### src/ecr_pkg.sv
package ecr_pkg;

    localparam int CHAN_W   = 8;
    localparam int CHANNELS = 3;
    localparam int OUT_W    = 32;
    localparam int CFG_IW   = 2;
    localparam int CFG_DW   = 8;
    localparam int INDEX_W  = 3;

    typedef logic [CHAN_W-1:0] chan_t;
    typedef chan_t [CHANNELS-1:0] rgb_t;

    typedef enum logic
    {
        OP_LOAD   = 1'b0,
        OP_SAMPLE = 1'b1
    } opcode_t;

    typedef enum logic [CFG_IW-1:0]
    {
        REG_ENTRY_COUNT = 2'd0,
        REG_LINEAR_MODE = 2'd1,
        REG_ALPHA_LEVEL = 2'd2
    } cfg_reg_t;

    typedef struct packed
    {
        logic en;
        logic valid;
    } stage_ctl_t;

endpackage

### src/ecr_select.sv
module ecr_select #(
    parameter int MAX_ENTRIES = 8,
    parameter int HEIGHT_BITS = 16,
    localparam int IW = $clog2(MAX_ENTRIES)
) (
    input  logic                          clk,
    input  logic                          rst_n,
    input  ecr_pkg::stage_ctl_t           ctl_in,
    input  logic signed [HEIGHT_BITS-1:0] height,
    input  logic signed [HEIGHT_BITS-1:0] thr [MAX_ENTRIES],
    input  ecr_pkg::rgb_t                 col [MAX_ENTRIES],
    input  logic [3:0]                    entry_count,
    input  logic                          linear_mode,
    output logic                          valid_out,
    output logic                          direct_out,
    output logic signed [HEIGHT_BITS-1:0] h_out,
    output logic signed [HEIGHT_BITS-1:0] ta_out,
    output logic signed [HEIGHT_BITS-1:0] tb_out,
    output ecr_pkg::rgb_t                 ca_out,
    output ecr_pkg::rgb_t                 cb_out
);

    logic [IW:0]   n_eff;
    logic          found;
    logic [IW-1:0] idx;
    logic [IW-1:0] lo;
    logic [IW-1:0] hi;
    logic          direct;

    logic                          valid_reg;
    logic                          direct_reg;
    logic signed [HEIGHT_BITS-1:0] h_reg;
    logic signed [HEIGHT_BITS-1:0] ta_reg;
    logic signed [HEIGHT_BITS-1:0] tb_reg;
    ecr_pkg::rgb_t                 ca_reg;
    ecr_pkg::rgb_t                 cb_reg;

    always_comb
    begin
        if (entry_count == 4'd0)
        begin
            n_eff = (IW+1)'(1);
        end
        else if (32'(entry_count) > MAX_ENTRIES)
        begin
            n_eff = (IW+1)'(MAX_ENTRIES);
        end
        else
        begin
            n_eff = (IW+1)'(entry_count);
        end

        found = 1'b0;
        idx   = '0;
        for (int j = MAX_ENTRIES - 1; j >= 0; j--)
        begin
            if (((IW+1)'(j) < n_eff) && (height <= thr[j]))
            begin
                found = 1'b1;
                idx   = IW'(j);
            end
        end

        if (!found)
        begin
            lo = IW'(n_eff - (IW+1)'(1));
        end
        else if (idx == '0)
        begin
            lo = '0;
        end
        else
        begin
            lo = idx - IW'(1);
        end
        hi     = found ? idx : lo;
        direct = !found || (idx == '0) || !linear_mode;
    end

    always_ff @(posedge clk or negedge rst_n)
    begin
        if (!rst_n)
        begin
            valid_reg <= 1'b0;
        end
        else if (ctl_in.en)
        begin
            valid_reg <= ctl_in.valid;
        end
    end

    always_ff @(posedge clk)
    begin
        if (ctl_in.en)
        begin
            direct_reg <= direct;
            h_reg      <= height;
            ta_reg     <= thr[lo];
            tb_reg     <= thr[hi];
            ca_reg     <= col[lo];
            cb_reg     <= col[hi];
        end
    end

    assign valid_out  = valid_reg;
    assign direct_out = direct_reg;
    assign h_out      = h_reg;
    assign ta_out     = ta_reg;
    assign tb_out     = tb_reg;
    assign ca_out     = ca_reg;
    assign cb_out     = cb_reg;

endmodule

### src/ecr_mix.sv
module ecr_mix #(
    parameter int HEIGHT_BITS = 16,
    localparam int DW = HEIGHT_BITS + 1,
    localparam int NW = DW + ecr_pkg::CHAN_W
) (
    input  logic                          clk,
    input  logic                          rst_n,
    input  ecr_pkg::stage_ctl_t           ctl_in,
    input  logic                          direct,
    input  logic signed [HEIGHT_BITS-1:0] h,
    input  logic signed [HEIGHT_BITS-1:0] ta,
    input  logic signed [HEIGHT_BITS-1:0] tb,
    input  ecr_pkg::rgb_t                 ca,
    input  ecr_pkg::rgb_t                 cb,
    output logic                          span_valid,
    output logic [DW-1:0]                 span_d,
    output logic [DW-1:0]                 span_e,
    output logic                          valid_out,
    output logic [DW-1:0]                 d_out,
    output logic [NW-1:0]                 num_out [ecr_pkg::CHANNELS]
);

    logic signed [DW-1:0] d_full;
    logic signed [DW-1:0] e_full;
    logic [NW-1:0]        num [ecr_pkg::CHANNELS];

    logic          c_valid_reg;
    logic [DW-1:0] c_d_reg;
    logic [DW-1:0] c_e_reg;
    logic [DW-1:0] c_dm_reg;
    ecr_pkg::rgb_t c_ca_reg;
    ecr_pkg::rgb_t c_cb_reg;

    logic          m_valid_reg;
    logic [DW-1:0] m_d_reg;
    logic [NW-1:0] m_num_reg [ecr_pkg::CHANNELS];

    always_comb
    begin
        if (direct)
        begin
            d_full = DW'(1);
            e_full = '0;
        end
        else
        begin
            d_full = DW'(tb) - DW'(ta);
            e_full = DW'(h) - DW'(ta);
        end
    end

    always_comb
    begin
        for (int c = 0; c < ecr_pkg::CHANNELS; c++)
        begin
            num[c] = NW'(c_ca_reg[c]) * NW'(c_dm_reg) + NW'(c_cb_reg[c]) * NW'(c_e_reg);
        end
    end

    always_ff @(posedge clk or negedge rst_n)
    begin
        if (!rst_n)
        begin
            c_valid_reg <= 1'b0;
            m_valid_reg <= 1'b0;
        end
        else if (ctl_in.en)
        begin
            c_valid_reg <= ctl_in.valid;
            m_valid_reg <= c_valid_reg;
        end
    end

    always_ff @(posedge clk)
    begin
        if (ctl_in.en)
        begin
            c_d_reg  <= d_full;
            c_e_reg  <= e_full;
            c_dm_reg <= d_full - e_full;
            c_ca_reg <= ca;
            c_cb_reg <= cb;
            m_d_reg  <= c_d_reg;
            m_num_reg <= num;
        end
    end

    assign span_valid = c_valid_reg;
    assign span_d     = c_d_reg;
    assign span_e     = c_e_reg;
    assign valid_out  = m_valid_reg;
    assign d_out      = m_d_reg;
    assign num_out    = m_num_reg;

endmodule

### src/ecr_div_stage.sv
module ecr_div_stage #(
    parameter int DW = 17,
    parameter int TOP_BIT = 7,
    localparam int NW = DW + ecr_pkg::CHAN_W
) (
    input  logic                  clk,
    input  logic                  rst_n,
    input  ecr_pkg::stage_ctl_t   ctl_in,
    input  logic [DW-1:0]         d_in,
    input  logic [NW-1:0]         r_in [ecr_pkg::CHANNELS],
    input  ecr_pkg::rgb_t         q_in,
    output logic                  valid_out,
    output logic [DW-1:0]         d_out,
    output logic [NW-1:0]         r_out [ecr_pkg::CHANNELS],
    output ecr_pkg::rgb_t         q_out
);

    logic [NW-1:0]  r_next [ecr_pkg::CHANNELS];
    ecr_pkg::rgb_t  q_next;
    logic [NW-1:0]  ds;

    logic           valid_reg;
    logic [DW-1:0]  d_reg;
    logic [NW-1:0]  r_reg [ecr_pkg::CHANNELS];
    ecr_pkg::rgb_t  q_reg;

    always_comb
    begin
        r_next = r_in;
        q_next = q_in;
        ds     = '0;
        for (int b = TOP_BIT; b > TOP_BIT - 2; b--)
        begin
            ds = NW'(d_in) << b;
            for (int c = 0; c < ecr_pkg::CHANNELS; c++)
            begin
                if (r_next[c] >= ds)
                begin
                    r_next[c]    = r_next[c] - ds;
                    q_next[c][b] = 1'b1;
                end
            end
        end
    end

    always_ff @(posedge clk or negedge rst_n)
    begin
        if (!rst_n)
        begin
            valid_reg <= 1'b0;
        end
        else if (ctl_in.en)
        begin
            valid_reg <= ctl_in.valid;
        end
    end

    always_ff @(posedge clk)
    begin
        if (ctl_in.en)
        begin
            d_reg <= d_in;
            r_reg <= r_next;
            q_reg <= q_next;
        end
    end

    assign valid_out = valid_reg;
    assign d_out     = d_reg;
    assign r_out     = r_reg;
    assign q_out     = q_reg;

endmodule

### src/elevation_colour_ramp_core.sv
// Height-to-RGBA color ramp.
// Input beats on s_axis: tuser is the opcode (0 load a ramp entry, 1 color a
// height sample). A load writes its threshold and color into the table at the
// accepting edge and gives no output beat; a sample gives one output beat.
// Load all entries a sample uses before sending it; config (cfg_we, cfg_index,
// cfg_data) must be written only while the pipeline is empty (not enforced).
// Output beats on m_axis carry red, green, blue, alpha from the lowest byte.
// A sample beat accepted on s_axis passes through the input register, table
// search, span, products and four divider stages of two quotient bits each
// before it appears on m_axis. One beat per cycle while m_axis is not stalled.
// The whole pipeline advances together; when the receiver holds m_axis_tready
// low with a beat pending, every stage holds and s_axis_tready drops.
// Reset clears all valid bits and sets entry_count 1, linear mode, alpha 255;
// the ramp table is not cleared.
module elevation_colour_ramp_core #(
    parameter int MAX_ENTRIES = 8,
    parameter int HEIGHT_BITS = 16,
    localparam int IN_BITS = ecr_pkg::INDEX_W + 2 * HEIGHT_BITS + 3 * ecr_pkg::CHAN_W,
    localparam int IN_W = ((IN_BITS + 7) / 8) * 8
) (
    input  logic                          clk,
    input  logic                          rst_n,
    input  logic                          s_axis_tvalid,
    output logic                          s_axis_tready,
    // entry_index, entry_threshold, entry_red, entry_green, entry_blue, height
    input  logic [IN_W-1:0]               s_axis_tdata,
    // opcode
    input  logic                          s_axis_tuser,
    output logic                          m_axis_tvalid,
    input  logic                          m_axis_tready,
    // pixel_red, pixel_green, pixel_blue, pixel_alpha
    output logic [ecr_pkg::OUT_W-1:0]     m_axis_tdata,
    input  logic                          cfg_we,
    input  logic [ecr_pkg::CFG_IW-1:0]    cfg_index,
    input  logic [ecr_pkg::CFG_DW-1:0]    cfg_data
);

    localparam int IW = $clog2(MAX_ENTRIES);
    localparam int DW = HEIGHT_BITS + 1;
    localparam int NW = DW + ecr_pkg::CHAN_W;
    localparam int DIV_STAGES = 4;
    localparam int CW = ecr_pkg::CHAN_W;
    localparam int TH_LO = ecr_pkg::INDEX_W;
    localparam int RED_LO = TH_LO + HEIGHT_BITS;
    localparam int GRN_LO = RED_LO + CW;
    localparam int BLU_LO = GRN_LO + CW;
    localparam int HGT_LO = BLU_LO + CW;

    logic [3:0] entry_count_reg;
    logic       linear_mode_reg;
    logic [7:0] alpha_level_reg;

    logic signed [HEIGHT_BITS-1:0] thr_reg [MAX_ENTRIES];
    ecr_pkg::rgb_t                 col_reg [MAX_ENTRIES];

    logic                          advance;
    logic                          in_fire;
    logic [ecr_pkg::INDEX_W-1:0]   in_index;
    logic [IW+ecr_pkg::INDEX_W-1:0] in_index_ext;
    ecr_pkg::rgb_t                 in_rgb;

    logic                          a_valid_reg;
    logic signed [HEIGHT_BITS-1:0] a_height_reg;

    ecr_pkg::stage_ctl_t ctl_a;
    ecr_pkg::stage_ctl_t ctl_b;
    ecr_pkg::stage_ctl_t ctl_div [DIV_STAGES];

    logic                          b_valid;
    logic                          b_direct;
    logic signed [HEIGHT_BITS-1:0] b_h;
    logic signed [HEIGHT_BITS-1:0] b_ta;
    logic signed [HEIGHT_BITS-1:0] b_tb;
    ecr_pkg::rgb_t                 b_ca;
    ecr_pkg::rgb_t                 b_cb;

    logic          span_valid;
    logic [DW-1:0] span_d;
    logic [DW-1:0] span_e;
    logic          mix_valid;
    logic [DW-1:0] mix_d;
    logic [NW-1:0] mix_num [ecr_pkg::CHANNELS];

    logic          dv_valid [DIV_STAGES+1];
    logic [DW-1:0] dv_d     [DIV_STAGES+1];
    logic [NW-1:0] dv_r     [DIV_STAGES+1][ecr_pkg::CHANNELS];
    ecr_pkg::rgb_t dv_q     [DIV_STAGES+1];

    assign advance       = !m_axis_tvalid || m_axis_tready;
    assign s_axis_tready = advance;
    assign in_fire       = s_axis_tvalid && s_axis_tready;
    assign in_index      = s_axis_tdata[ecr_pkg::INDEX_W-1:0];
    assign in_index_ext  = (IW+ecr_pkg::INDEX_W)'(in_index);
    assign in_rgb        = {s_axis_tdata[BLU_LO +: CW], s_axis_tdata[GRN_LO +: CW],
                            s_axis_tdata[RED_LO +: CW]};

    always_ff @(posedge clk or negedge rst_n)
    begin
        if (!rst_n)
        begin
            entry_count_reg <= 4'd1;
            linear_mode_reg <= 1'b1;
            alpha_level_reg <= 8'd255;
        end
        else if (cfg_we)
        begin
            case (cfg_index)
                ecr_pkg::REG_ENTRY_COUNT: entry_count_reg <= cfg_data[3:0];
                ecr_pkg::REG_LINEAR_MODE: linear_mode_reg <= cfg_data[0];
                ecr_pkg::REG_ALPHA_LEVEL: alpha_level_reg <= cfg_data;
                default: ;
            endcase
        end
    end

    always_ff @(posedge clk)
    begin
        if (in_fire && (s_axis_tuser == ecr_pkg::OP_LOAD)
            && (32'(in_index) < MAX_ENTRIES))
        begin
            thr_reg[in_index_ext[IW-1:0]] <= s_axis_tdata[TH_LO +: HEIGHT_BITS];
            col_reg[in_index_ext[IW-1:0]] <= in_rgb;
        end
    end

    always_ff @(posedge clk or negedge rst_n)
    begin
        if (!rst_n)
        begin
            a_valid_reg <= 1'b0;
        end
        else if (advance)
        begin
            a_valid_reg <= in_fire && (s_axis_tuser == ecr_pkg::OP_SAMPLE);
        end
    end

    always_ff @(posedge clk)
    begin
        if (advance)
        begin
            a_height_reg <= s_axis_tdata[HGT_LO +: HEIGHT_BITS];
        end
    end

    assign ctl_a = '{en: advance, valid: a_valid_reg};
    assign ctl_b = '{en: advance, valid: b_valid};

    ecr_select #(
        .MAX_ENTRIES(MAX_ENTRIES),
        .HEIGHT_BITS(HEIGHT_BITS)
    ) u_select (
        .clk        (clk),
        .rst_n      (rst_n),
        .ctl_in     (ctl_a),
        .height     (a_height_reg),
        .thr        (thr_reg),
        .col        (col_reg),
        .entry_count(entry_count_reg),
        .linear_mode(linear_mode_reg),
        .valid_out  (b_valid),
        .direct_out (b_direct),
        .h_out      (b_h),
        .ta_out     (b_ta),
        .tb_out     (b_tb),
        .ca_out     (b_ca),
        .cb_out     (b_cb)
    );

    ecr_mix #(
        .HEIGHT_BITS(HEIGHT_BITS)
    ) u_mix (
        .clk       (clk),
        .rst_n     (rst_n),
        .ctl_in    (ctl_b),
        .direct    (b_direct),
        .h         (b_h),
        .ta        (b_ta),
        .tb        (b_tb),
        .ca        (b_ca),
        .cb        (b_cb),
        .span_valid(span_valid),
        .span_d    (span_d),
        .span_e    (span_e),
        .valid_out (mix_valid),
        .d_out     (mix_d),
        .num_out   (mix_num)
    );

    assign dv_valid[0] = mix_valid;
    assign dv_d[0]     = mix_d;
    assign dv_r[0]     = mix_num;
    assign dv_q[0]     = '0;

    for (genvar k = 0; k < DIV_STAGES; k++)
    begin : g_div
        assign ctl_div[k] = '{en: advance, valid: dv_valid[k]};

        ecr_div_stage #(
            .DW     (DW),
            .TOP_BIT(CW - 1 - 2 * k)
        ) u_div (
            .clk      (clk),
            .rst_n    (rst_n),
            .ctl_in   (ctl_div[k]),
            .d_in     (dv_d[k]),
            .r_in     (dv_r[k]),
            .q_in     (dv_q[k]),
            .valid_out(dv_valid[k+1]),
            .d_out    (dv_d[k+1]),
            .r_out    (dv_r[k+1]),
            .q_out    (dv_q[k+1])
        );
    end

    assign m_axis_tvalid = dv_valid[DIV_STAGES];
    assign m_axis_tdata  = {alpha_level_reg, dv_q[DIV_STAGES][2], dv_q[DIV_STAGES][1],
                            dv_q[DIV_STAGES][0]};

    a_span_positive: assert property (@(posedge clk) disable iff (!rst_n)
        span_valid |-> (span_d != '0) && (span_e <= span_d))
        else $error("interpolation span out of range");

    a_remainder_below_divisor: assert property (@(posedge clk) disable iff (!rst_n)
        m_axis_tvalid |-> (dv_r[DIV_STAGES][0] < NW'(dv_d[DIV_STAGES]))
                       && (dv_r[DIV_STAGES][1] < NW'(dv_d[DIV_STAGES]))
                       && (dv_r[DIV_STAGES][2] < NW'(dv_d[DIV_STAGES])))
        else $error("divider remainder not reduced");

    a_load_makes_no_beat: assert property (@(posedge clk) disable iff (!rst_n)
        (in_fire && (s_axis_tuser == ecr_pkg::OP_LOAD)) |=> !a_valid_reg)
        else $error("load beat entered the pixel pipeline");

endmodule

### config.mk
export PLATFORM = sky130hd
export DESIGN_NAME = elevation_colour_ramp_core
export DESIGN_NICKNAME = d
export VERILOG_FILES = /design/src/ecr_pkg.sv /design/src/ecr_select.sv /design/src/ecr_mix.sv /design/src/ecr_div_stage.sv /design/src/elevation_colour_ramp_core.sv
export SDC_FILE = /design/constraint.sdc
export NUM_CORES = 2
export LEC_CHECK = 0
export CAP_MARGIN = 20
export CORE_MARGIN = 1.5
export CORE_UTILIZATION = 30
export CTS_CLUSTER_SIZE = 40
export DETAILED_ROUTE_END_ITERATION = 10
export DONT_BUFFER_PORTS = 1
export GPL_TIMING_DRIVEN = 1
export PLACE_DENSITY_LB_ADDON = 0.08
export SYNTH_ARGS = -nofsm -noshare
export SYNTH_HDL_FRONTEND = slang
export SYNTH_HIERARCHICAL = 1
export SYNTH_SLANG_ARGS = --single-unit
export TNS_END_PERCENT = 50
### constraint.sdc
create_clock -name clk -period 17.1 [get_ports clk]
set_input_delay 0 -clock clk [delete_from_list [all_inputs] [get_ports clk]]
set_output_delay 0 -clock clk [all_outputs]
set_load 0.01 [all_outputs]
==> out/metrics.yaml <==
setup_path:
  critPathLaunchType: "flip-flop"
  criticalPathCategory: "flip-flop to flip-flop"
  rr_worst_depth: 15
  required_ps: 17620
  r2r_end: "u_select/ca_out[10]$_DFFE_PP_"
  r2r_slack_ps: 9430
  cp_max_fo: 52
  r2r-start: "a_height_reg[11]$_DFFE_PP_"
  worstPathArrival_ps: 8190
  end_kind: "flip-flop"
timing:
  setup_viol: 0
  fin_crit_sh_pct: 44.9
  clock_skew_ps: 48.7
  rsz0062_at_grt: "false"
  setup_tns_ps: 0
  finalMaxSlewViolations: 0
  hold_viol: 0
  fin_crit_ps: 7670
  worst_slew_pin_slew_ps: 1160
  relSlewSlack_pct: 22.2
  max_freq_mhz: 130
clocking:
  post_cts_buffers: 0
  root_buffer: "clkbuf_16"
  clockBufferDepth: 4
  cts_tree: "yes"
  cts.reportedPaths.clkPinSlew_ps: 60
  cts_buffers: 140
  h-tree-depth: 4
  clock_sinks: 1017
  clkLatencyLatePin_ps: 820
global_route:
  grt_pass1_vias: 69600
  grt_max_degree: 143
  grt_antenna_before_repair: 10
  gr-usage-all-layers_pct: 17.8
  grt-ovfl-total: 0
  grt_pass1_wl_microns: 431000
routing:
  vias_per_cell: 5.00
  drc: 0
  antenna_left: 0
  wl_per_cell_microns: 21.2
  drt-initial-drc-count: 3970
  drt-total-wl_microns: 285000
  vias: 67100
  drt-pass1-iter-count: 6
floorplanning:
  die_area_sq_um: 315000
  die_w_microns: 561
  io_pins: 114
  chipHeight_microns: 561
  core_sq_um: 309000
  row_count: 204
  initial_utilization_pct: 30.2
placement:
  post-dp-hpwl_microns: 215000
  port_buffers: 0
  gp_congestion: 0.840
run_status:
  status: "complete, no violations"
synthesis:
  syn_area_sq_um: 93400
  synth_warnings: 6
  synthCells: 9069
  syn_avg_cell_area_sq_um: 10.3
finish:
  final_cell_mix: "inv_1, edfxtp_1, nand2_1, ha_1, fa_1"
  fill_cells: 31500
  final_common_cell: "inv_1"
  drive_gt1_share_pct: 7.28
  largest_reg_flops: 225
  area_growth_pct: 11.5
  nNetsFinal: 10800
job:
  cap_violations: 0
min_path:
  hold_path_depth: 1
  min_path_type: "primary input to flip-flop"
  hp-start: "s_axis_tdata[10]"
  holdPathEnd: "thr_reg[119]$_DFFE_PP_"
[cell type report]
class,count,area (sq um),area share (%)
clock inverters,69,616,0.591
flip-flops and latches,1017,30400,29.2
multi-input cells,6663,57600,55.3
well taps,4120,5150,4.95
repair buffers,256,2330,2.23
inverters,1112,4180,4.02
clock buffers,173,3740,3.60
diodes,5,12.5,0.0120
[worst max path at each step]
stage                                                     from                                    to  slack (ps)  depth (start not counted)
after floorplan           g_div[3].u_div/valid_out$_DFFE_PN0P_  g_div[0].u_div/valid_out$_DFFE_PN0P_        1220                          4
after global placement              a_height_reg[11]$_DFFE_PP_         u_select/ca_out[10]$_DFFE_PP_        9500                         15
after detailed placement             a_height_reg[7]$_DFFE_PP_         u_select/ca_out[10]$_DFFE_PP_        9530                         14
after CTS                            a_height_reg[7]$_DFFE_PP_          u_select/ca_out[9]$_DFFE_PP_        9510                         14
after global routing                a_height_reg[11]$_DFFE_PP_          u_select/ca_out[9]$_DFFE_PP_        9230                         15
final                               a_height_reg[11]$_DFFE_PP_         u_select/ca_out[10]$_DFFE_PP_        9430                         15
[per-stage QoR]
stage          util (%)  hold WS, ps  worst slack [ps]  std cells  cell area, sq um
5_1_grt            33.6         47.9              9230      13400            104000
6_report           33.6         75.4              9430      13400            104000
2_1_floorplan         -         -296              1220       9092             93500
4_1_cts            33.6         1.31              9510      13400            104000
3_5_place_dp       31.8         -295              9530      13000             98300
3_3_place_gp       31.8         -295              9500      13000             98300
[critical path, stage by stage (launching register included)]
cell and delay, ps:
edfxtp_1 640, ha_1 430, nand4_1 290, or4_1 610
a21o_1 190, o2111ai_1 110, o311ai_1 170, or2_0 380
or3_4 470, a21boi_4 700, buf_4 730, buf_4 820
buf_4 650, mux2i_1 170, mux2_2 290, a222oi_1 580
[timing repair]
item | CTS | global route
resized for setup | 0 | 0
hold buffers | 142 | 0
hold endpoints to repair | 562 | 0
[routing by layer]
layer  wire length, microns  vias up  global-route usage, %
met4                  11400        4                   6.66
met3                   8300      367                   1.53
met1                 127000    33400                   22.9
li1                       -    32200                      -
met5                     23        -                      0
met2                 138000     1183                   31.1
Power is not shown: default switching activity piles up to over one toggle a cycle in this logic, so the estimate is an artifact.
